### src/hdl/sss_pkg.sv
// Shared types and constants for the servo sweep scan sequencer.
package sss_pkg;

  // Configuration register indexes
  localparam logic [1:0] CFG_MIN_ANGLE   = 2'd0;
  localparam logic [1:0] CFG_MAX_ANGLE   = 2'd1;
  localparam logic [1:0] CFG_STEP_SIZE   = 2'd2;
  localparam logic [1:0] CFG_SETTLE_TIME = 2'd3;

  // Register reset values
  localparam logic [7:0]  MIN_ANGLE_RST   = 8'd0;
  localparam logic [7:0]  MAX_ANGLE_RST   = 8'd180;
  localparam logic [7:0]  STEP_SIZE_RST   = 8'd5;
  localparam logic [31:0] SETTLE_TIME_RST = 32'd150000;

  // Largest reportable distance
  localparam logic [15:0] DIST_MAX = 16'hFFFF;

  // One tick word from the timer and range sensor
  typedef struct packed {
    logic [31:0] timer_now;
    logic        data_ready;
    logic [31:0] distance;
    logic        sensor_busy;
  } in_word_t;

  // One result word toward servo, sensor and report sink
  typedef struct packed {
    logic        servo_set;
    logic [7:0]  servo_angle;
    logic        start_measure;
    logic        report_valid;
    logic [7:0]  report_angle;
    logic [15:0] report_distance;
  } out_word_t;

  // Sweep position and limits handed to the angle stepper
  typedef struct packed {
    logic [7:0] angle;
    logic       down;
    logic [7:0] min_angle;
    logic [7:0] max_angle;
    logic [7:0] step_size;
  } adv_in_t;

  // Updated sweep position
  typedef struct packed {
    logic [7:0] angle;
    logic       down;
  } adv_out_t;

endpackage

### src/hdl/servo_sweep_scan_sequencer.sv
// Top level of the servo sweep scan sequencer: registers, phase sequencer, handshakes.
//
//  channel | dir | handshake           | word
//  --------+-----+---------------------+---------------------------
//  in      | in  | in_valid/in_ready   | in_data  (sss_pkg::in_word_t)
//  out     | out | out_valid/out_ready | out_data (sss_pkg::out_word_t)
//  cfg     | in  | cfg_we              | cfg_index, cfg_data
//
// One word per cycle while the output is not stalled; an accepted word waits in the input register.
// The input register feeds one pass of phase and angle logic into the output register.
// A stalled output holds the result and the input register; in_ready drops only then.
// Synchronous reset: move phase, angle zero, sweeping up, registers at their defaults.
module servo_sweep_scan_sequencer (
  input  logic              clk,
  input  logic              rst,
  input  logic              in_valid,
  output logic              in_ready,
  input  sss_pkg::in_word_t in_data,
  output logic              out_valid,
  input  logic              out_ready,
  output sss_pkg::out_word_t out_data,
  input  logic              cfg_we,
  input  logic [1:0]        cfg_index,
  input  logic [31:0]       cfg_data
);
  import sss_pkg::*;

  typedef enum logic [1:0] {
    PH_MOVE   = 2'd0,
    PH_SETTLE = 2'd1,
    PH_WAIT   = 2'd2
  } phase_t;

  // Configuration
  logic [7:0]  min_angle;
  logic [7:0]  max_angle;
  logic [7:0]  step_size;
  logic [31:0] settle_time;

  // Sequencer state
  phase_t      phase;
  phase_t      phase_next;
  logic [7:0]  sweep_angle;
  logic [7:0]  sweep_angle_next;
  logic        sweep_down;
  logic        sweep_down_next;
  logic [31:0] move_stamp;
  logic [31:0] move_stamp_next;

  // Input register
  in_word_t    in_q;
  logic        in_full;

  // Step logic
  out_word_t   result;
  logic        advance;
  logic [31:0] elapsed;
  adv_in_t     adv_in;
  adv_out_t    adv_out;

  assign advance  = in_full && (!out_valid || out_ready);
  assign in_ready = !in_full || advance;
  assign elapsed  = in_q.timer_now - move_stamp;

  assign adv_in.angle     = sweep_angle;
  assign adv_in.down      = sweep_down;
  assign adv_in.min_angle = min_angle;
  assign adv_in.max_angle = max_angle;
  assign adv_in.step_size = step_size;

  sss_advance u_advance (
    .adv_in  (adv_in),
    .adv_out (adv_out)
  );

  // Phase step for the word in the input register
  always_comb begin
    result             = '0;
    result.servo_angle = sweep_angle;
    phase_next         = phase;
    sweep_angle_next   = sweep_angle;
    sweep_down_next    = sweep_down;
    move_stamp_next    = move_stamp;
    case (phase)
      PH_SETTLE: begin
        if (elapsed >= settle_time) begin
          result.start_measure = 1'b1;
          phase_next           = PH_WAIT;
        end
      end
      PH_WAIT: begin
        // ready wins over busy; idle without data is a timeout
        if (in_q.data_ready) begin
          result.report_valid    = 1'b1;
          result.report_angle    = sweep_angle;
          result.report_distance = (|in_q.distance[31:16]) ? DIST_MAX
                                                            : in_q.distance[15:0];
        end
        if (in_q.data_ready || !in_q.sensor_busy) begin
          sweep_angle_next = adv_out.angle;
          sweep_down_next  = adv_out.down;
          phase_next       = PH_MOVE;
        end
      end
      default: begin
        result.servo_set = 1'b1;
        move_stamp_next  = in_q.timer_now;
        phase_next       = PH_SETTLE;
      end
    endcase
  end

  // State, registers and handshakes
  always_ff @(posedge clk) begin
    if (rst) begin
      in_full     <= 1'b0;
      out_valid   <= 1'b0;
      phase       <= PH_MOVE;
      sweep_angle <= 8'd0;
      sweep_down  <= 1'b0;
      move_stamp  <= 32'd0;
      min_angle   <= MIN_ANGLE_RST;
      max_angle   <= MAX_ANGLE_RST;
      step_size   <= STEP_SIZE_RST;
      settle_time <= SETTLE_TIME_RST;
    end else begin
      if (in_ready) begin
        in_full <= in_valid;
      end
      if (advance) begin
        out_valid   <= 1'b1;
        phase       <= phase_next;
        sweep_angle <= sweep_angle_next;
        sweep_down  <= sweep_down_next;
        move_stamp  <= move_stamp_next;
      end else if (out_ready) begin
        out_valid <= 1'b0;
      end
      if (cfg_we) begin
        case (cfg_index)
          CFG_MIN_ANGLE:   min_angle   <= cfg_data[7:0];
          CFG_MAX_ANGLE:   max_angle   <= cfg_data[7:0];
          CFG_STEP_SIZE:   step_size   <= cfg_data[7:0];
          CFG_SETTLE_TIME: settle_time <= cfg_data;
          default: ;
        endcase
      end
    end
  end

  // Payload registers
  always_ff @(posedge clk) begin
    if (in_valid && in_ready) begin
      in_q <= in_data;
    end
    if (advance) begin
      out_data <= result;
    end
  end

`ifndef ASSERT_OFF
  a_one_action: assert property (@(posedge clk) disable iff (rst)
    out_valid |-> $onehot0({out_data.servo_set, out_data.start_measure,
                            out_data.report_valid}))
    else $error("more than one action in a result word");

  a_move_to_settle: assert property (@(posedge clk) disable iff (rst)
    (advance && phase == PH_MOVE) |=> (phase == PH_SETTLE))
    else $error("move phase did not enter settle phase");

  a_quiet_report: assert property (@(posedge clk) disable iff (rst)
    (out_valid && !out_data.report_valid) |->
      (out_data.report_angle == 8'd0 && out_data.report_distance == 16'd0))
    else $error("report fields set without a report");

  a_ready_stall: assert property (@(posedge clk) disable iff (rst)
    !in_ready |-> (in_full && out_valid && !out_ready))
    else $error("input stalled without an output stall");
`endif

endmodule

### src/hdl/sss_advance.sv
// Sweep angle stepper: add or subtract the step, bounce at the limits.
module sss_advance (
  input  sss_pkg::adv_in_t  adv_in,
  output sss_pkg::adv_out_t adv_out
);
  import sss_pkg::*;

  logic signed [9:0] angle_s;
  logic signed [9:0] step_s;
  logic signed [9:0] sum;

  assign angle_s = $signed({2'b00, adv_in.angle});
  assign step_s  = $signed({2'b00, adv_in.step_size});
  assign sum     = adv_in.down ? (angle_s - step_s) : (angle_s + step_s);

  // Upper limit is checked first, so it wins when the limits cross
  always_comb begin
    adv_out.angle = sum[7:0];
    adv_out.down  = adv_in.down;
    if (sum >= $signed({2'b00, adv_in.max_angle})) begin
      adv_out.angle = adv_in.max_angle;
      adv_out.down  = 1'b1;
    end else if (sum <= $signed({2'b00, adv_in.min_angle})) begin
      adv_out.angle = adv_in.min_angle;
      adv_out.down  = 1'b0;
    end
  end

endmodule
### config.mk
export PLATFORM = sky130hd
export DESIGN_NAME = servo_sweep_scan_sequencer
export DESIGN_NICKNAME = d
export VERILOG_FILES = /design/src/hdl/sss_pkg.sv /design/src/hdl/servo_sweep_scan_sequencer.sv /design/src/hdl/sss_advance.sv
export SDC_FILE = /design/constraint.sdc
export NUM_CORES = 1
export LEC_CHECK = 0
export BUFFER_PORTS_ARGS = -buffer_cell sky130_fd_sc_hd__buf_2
export CAP_MARGIN = 40
export CORE_ASPECT_RATIO = 0.8
export CORE_UTILIZATION = 35
export CTS_CLUSTER_DIAMETER = 40
export DETAILED_ROUTE_END_ITERATION = 10
export SYNTH_ARGS = -nofsm -noshare
export SYNTH_HDL_FRONTEND = slang
export SYNTH_SLANG_ARGS = --single-unit
### constraint.sdc
create_clock -name clk -period 4.3 [get_ports clk]
set_clock_uncertainty 0.05 [all_clocks]
set_input_delay 0 -clock clk [delete_from_list [all_inputs] [get_ports clk]]
set_output_delay 0 -clock clk [all_outputs]
set_load 0.005 [all_outputs]
== After elaboration in Yosys (flattened, before gate mapping) ==
Index checks and enable logic that the tools add are counted.

* Bits in registers: 202
* Input port bits: 105

* $add $sub $neg: 3
* $lt $le $gt $ge: 3
* Eq/ne operators: 7
* Mux-type cells: 12
* Bitwise logic cells: 1
* Reductions and logical operators: 22

{| class="wikitable"
|+ Operators by type and width
! cell !! count
|-
| greater-or-equal comparator 32 bit || 1
|-
| subtractor 32 bit || 1
|-
| two-way mux 25 bit || 1
|-
| two-way mux 9 bit || 2
|-
| two-way mux 16 bit || 1
|-
| OR reduction 16 bit || 1
|-
| AND reduction 2 bit || 6
|-
| greater-or-equal comparator 10 x 9 -> 1 bit || 1
|-
| less-or-equal comparator 10 x 9 -> 1 bit || 1
|-
| two-way mux 10 bit || 1
|-
| adder 8 x 8 -> 9 bit || 1
|-
| subtractor 8 x 8 -> 9 bit || 1
|-
| equality test 2 bit, second input constant || 3
|-
| AND reduction 3 bit || 2
|-
| equality test 2 x 1 -> 1 bit, second input constant || 2
|-
| two-way mux 1 bit || 4
|-
| two-way mux 2 bit || 2
|-
| inequality test 2 bit, second input constant || 2
|-
| case mux 2 bit (2 select lines) || 1
|-
| AND reduction 4 bit || 1
|-
| nonzero test 2 bit || 2
|-
| logical NOT 1 bit || 3
|-
| logical OR 1 bit || 3
|-
| logical AND 1 bit || 2
|-
| other kinds (3) || 3
|}

== Longest topological paths before layout ==
* Depth in word-level cells: 5
* Mapped depth: 22

== Modules after synthesis ==
A second synthesis with hierarchy kept.

* Cells, all modules: 1,172
* Area, all modules: 11,074.4 sq um

{| class="wikitable"
|+ By module, submodules not included
! module !! times used !! cells each !! area an instance (sq um)
|-
| servo_sweep_scan_sequencer || 1 || 984 || 9,621.7
|-
| sss_advance || 1 || 188 || 1,452.6
|}

== Worst setup path after synthesis ==
No wires, ideal clock.

* Path kind: reg-to-reg
* Start: register in_q[34] in the netlist's numbering
* End: register phase[1]
* Library setup time: 119 ps
* Arrival: 4,019 ps
* Data required time: 4,131 ps
* Setup slack: 112 ps
* Stages on the path, launching flop included: 23
* Buffers on the path: 0
* Period minus slack after synthesis: 4,188 ps
* Path through: edfxtp_1 inv_1 ha_1 inv_1 fa_1 a211oi_1 o21a_1 nand2_1 a41o_2 a31oi_4 o211ai_2 a21o_1 a21oi_1 xnor2_1 ha_1 a21o_1 a21oi_1 o21ai_0 o21ai_0 nand2b_1 a221oi_1 nor2_1 o221a_2

* Cells in the longest elaborated chain, start to end: 4

{| class="wikitable"
|+ Ends and longest elaborated chain
! item !! line !! source
|-
| from (decl) || servo_sweep_scan_sequencer.sv:51 || <nowiki>in_word_t in_q;</nowiki>
|-
| from (signal assigned) || servo_sweep_scan_sequencer.sv:154 || <nowiki>in_q <= in_data;</nowiki>
|-
| subtractor 32 bit || servo_sweep_scan_sequencer.sv:63 || <nowiki>assign elapsed = in_q.timer_now - move_stamp;</nowiki>
|-
| greater-or-equal comparator 32 bit || servo_sweep_scan_sequencer.sv:86 || <nowiki>if (elapsed >= settle_time) begin</nowiki>
|-
| inequality test 2 bit (no line) || - ||
|-
| AND reduction 3 bit (no line) || - ||
|-
| to (signal assigned) || servo_sweep_scan_sequencer.sv:132 || <nowiki>phase <= phase_next;</nowiki>
|-
| to (decl) || servo_sweep_scan_sequencer.sv:41 || <nowiki>phase_t phase;</nowiki>
|}

No other way between the ends.
A chain may end at the register's enable or synchronous reset.

== Worst setup path in the final report ==
* Start: register in_q[46] in the netlist's numbering
* End: register phase[1]

The elaborated chain is that of the path after synthesis.

==> metrics.md <==
| Metric | Value |
|---|---|
| Synth area leaders | `edfxtp_1, dfxtp_1, ha_1, nand2_1, a21oi_1` |
| Crit-path leading delay family | `compound AO/OA/AOI/OAI gates` |
| CTS Root Cell | `clkbuf_16` |
| Flops & latches, synth | `202` |
| Register share of total power | `0.409` |
| XOR/XNOR Fraction of Synth Area | `0.0293` |
| Worst reg2reg path depth | `21` |
| Ys flop type | `edfxtp_1` |
| Max-Slew Margin vs Limit | `0.457` |
| Avg WL per Cell | `14.5 um` |
| 1st-iter DRT viols | `422` |
| Syn nets | `1300` |
| Gr usage total | `0.166` |
| Sw power | `1.43 mW` |
| Hpwl dp | `18000 um` |
| Die area | `30600 sq um` |
| CP Cell Sequence | `ha_4 -> a211oi_2 -> nor2_1 -> a211oi_2 -> o21ai_2 -> a41oi_4 -> o31ai_4 -> a311o_1 -> a21oi_2 -> xnor2_1 -> ha_1 -> a21o_1 -> a21o_1 -> a21oi_1 -> o21ai_1 -> o21ai_1 -> nand2b_1 -> a221oi_2 -> buf_4 -> nor2_1 -> o221a_2` |
| Critical path class | `flip-flop to flip-flop` |
| Initial antenna violation count | `0` |
| FMAX | `236 MHz` |
| Worst r2r src | `in_q[46]$_DFFE_PP_` |
| Hold slack | `107 ps` |
| Area leader, netlist | `edfxtp_1` |
| EDFF count, synth | `101` |
| Share of the synthesized area in the top cell type | `0.290` |
| Switching Share | `0.270` |
| Via count | `8574` |
| Max incr delay on CP | `430 ps` |
| CP bufs+invs | `1` |
| Final core utilization | `0.478` |
| CP startpoint kind | `flip-flop` |
| Cell variety after synth | `66` |
| H-tree depth | `1` |
| Routed Wire Length | `25800 um` |
| Worst EP required | `4690 ps` |
| Core Region | `29400 sq um` |
| Period utilization | `0.984` |
| Pint | `3.87 mW` |
| Most common cell after layout, fill and taps aside | `nand2_1` |
| Drt drc | `0` |
| Global-route wire length before repair | `40800 um` |
| Flop-to-flop setup slack | `70 ps` |
| I/O Buffers | `141` |
| Comb pwr share | `0.185` |
| TritonCTS clock tree | `yes` |
| Leak Pwr | `5.87 nW` |
| Cell Rows | `56` |
| Clock latency on the worst-skew pair | `540 ps` |
| GP Congestion | `0.841` |
| Post-route ant nets | `0` |
| Main combinational cell family by area after synthesis | `compound AO/OA/AOI/OAI gates` |
| N_diodes | `0` |
| Final hold vios | `0` |
| Vias in the first global route | `8100` |
| Layout cells sized above 1 | `0.196` |
| Clk network pwr share | `0.407` |
| Worst-path fanout max | `3` |
| Post-Synthesis Cells | `1095` |
| Final setup fails | `0` |
| Ys async rst share | `0` |
| Run status | `complete, no violations` |
| Worst hold endpoint | `in_q[28]$_DFFE_PP_` |
| Yosys Warn Count | `0` |
| Worst min-delay path class | `input pin to flip-flop` |
| Minimum clock period after layout | `4230 ps` |
| Global route overflow | `0` |
| Largest net degree at the start of global routing | `55` |
| Max Cap Viol | `0` |
| Post-Synth Adder-Cell Area | `0.122` |
| Fill count | `2751` |
| Ports | `142` |
| Syn avg cell area | `9.56 sq um` |
| Commonest cells after routing, fill and taps aside | `nand2_1, buf_2, a21oi_1` |
| Min-delay src | `in_data[28]` |
| Initial DRT Pass Iterations | `5` |
| Max VDD drop | `0.000269 V` |
| CTS sink count | `202` |
| RSZ-0062 raised after global routing | `true` |
| Sequential-to-total area share from yosys stat | `0.483` |
| Fin nets | `1591` |
| Num CTS Buffers | `26` |
| Cell area after synthesis | `10500 sq um` |
| Power Density | `378 nW/um^2` |
| Min-Delay Path Depth | `2` |
| Die X | `195 um` |
| Worst-case clock buffer depth | `3` |
| CP max stage cell | `edfxtp_1` |
| Worst-path clk slew | `60 ps` |
| Die Ht | `157 um` |
| Area of the multi-input gates | `4960 sq um` |
| Compound-gate portion of the synthesized area | `0.159` |
| Mux cell area share after synthesis | `0.0159` |
| Storage cell area | `5060 sq um` |
| Post-Synth Simple-Gate Area | `0.136` |
| Area Growth Syn to Fin | `34.0%` |
| Vias/cell | `4.81` |
| WP data arrival | `4620 ps` |
| Max-slew violations | `0` |
| CP endpoint kind | `flip-flop` |
| Reg-to-Reg End | `phase[1]$_SDFFE_PP0P_` |
| Initial Utilization | `0.356` |
| Worst Tran Pin Value | `815 ps` |
[how the worst max path moves through the flow]
| stage | from | slack (ps) | endpoint | depth (start not counted) |
|---|---|---|---|---|
| detailed placement | in_q[34]$_DFFE_PP_ | -170 | phase[1]$_SDFFE_PP0P_ | 23 |
| CTS | in_q[34]$_DFFE_PP_ | 0.2 | phase[1]$_SDFFE_PP0P_ | 23 |
| global placement | in_q[34]$_DFFE_PP_ | -60 | phase[1]$_SDFFE_PP0P_ | 23 |
| floorplan | in_q[34]$_DFFE_PP_ | 110 | phase[1]$_SDFFE_PP0P_ | 22 |
| global route | in_q[34]$_DFFE_PP_ | -190 | phase[1]$_SDFFE_PP0P_ | 23 |
| finish | in_q[46]$_DFFE_PP_ | 70 | phase[1]$_SDFFE_PP0P_ | 21 |
[power groups by stage]
| stage | logic (mW) | registers, mW | clock network [mW] |
|---|---|---|---|
| 2_1_floorplan | 0.596 | 2.20 | 0 |
| 3_3_place_gp | 0.832 | 2.20 | 0 |
| 3_5_place_dp | 0.855 | 2.20 | 0 |
| 4_1_cts | 0.951 | 2.16 | 2.22 |
| 5_1_grt | 1.09 | 2.17 | 2.29 |
| 6_report | 0.977 | 2.16 | 2.15 |
[what timing repair did]
action	in CTS	in global routing
endpoints found under the setup margin	3	8
setup buffers	1	6
hold endpoints to repair	138	0
pin swaps	2	14
resized for setup	4	20
hold buffers	120	0
gates cloned	0	0
[worst register-to-register path: cells and delay by family, from the launching register on]
kind	cells	cell delay, ps
AO/OA/AOI/OAI	14	2660
XOR/XNOR	1	120
adder cells (fa/ha/maj)	2	510
buffers and inverters	1	160
flip-flops	1	430
AND/OR/NAND/NOR	3	190
[routing by layer]
metal	GRT usage	vias up	part of all wire
met5	0	-	0
met4	0.0382	0	0.017
met3	0.0308	31	0.049
met2	0.262	213	0.43
met1	0.233	3959	0.50
li1	-	4371	-
[cells by family (layout without fill, tap and decap cells)]
logic type,Yosys count,after routing
AO/OA/AOI/OAI,264,264
XOR/XNOR,35,35
adder cells (fa/ha/maj),100,100
buffers and inverters,147,458
flip-flops,202,202
multiplexers,14,14
AND/OR/NAND/NOR,333,333
[cell usage after synthesis (all sizes together), types with 2 or more instances]
cell type,number
a211o,2
a211oi,7
a21o,31
a21oi,130
a221o,2
a31oi,7
a41o,2
a41oi,4
and2,5
and3,14
buf,8
clkbuf,34
clkinv,2
dfxtp,101
edfxtp,101
fa,3
ha,97
inv,103
mux2,6
mux2i,8
nand2,183
nand2b,10
nand3,11
nand4,11
nor2,76
nor2b,6
nor3,7
nor4,4
o211ai,14
o21a,4
o21ai,46
o21bai,2
o31ai,3
or2,2
xnor2,20
xor2,15
[per-stage QoR]
step | instance area (sq um) | std cells | setup WS, ps | power (mW) | TNS (ps)
2_1_floorplan | 10500 | 1095 | 112 | 2.79 | 0
3_3_place_gp | 11700 | 1605 | -58.6 | 3.03 | -65.3
3_5_place_dp | 11800 | 1608 | -166 | 3.06 | -362
4_1_cts | 13900 | 1777 | 0.227 | 5.34 | 0
5_1_grt | 14000 | 1783 | -191 | 5.56 | -462
6_report | 14000 | 1783 | 67.2 | 5.29 | 0
[flip-flops by register name (all words and copies together), names as in the netlist]
signal / flops
in_q: 66
out_data: 35
move_stamp: 32
settle_time: 32
max_angle: 8
min_angle: 8
step_size: 8
sweep_angle: 8
phase: 2
in_full: 1
out_valid: 1
sweep_down: 1
[layout make-up]
type	count	share of cell area
multi-input cells	746	0.353
well taps	377	0.0336
repair buffers	305	0.163
clock inverters	19	0.0137
clock buffers	29	0.0479
flip-flops and latches	202	0.361
inverters	105	0.0281
No activity file was read; power rests on OpenSTA's default activity.
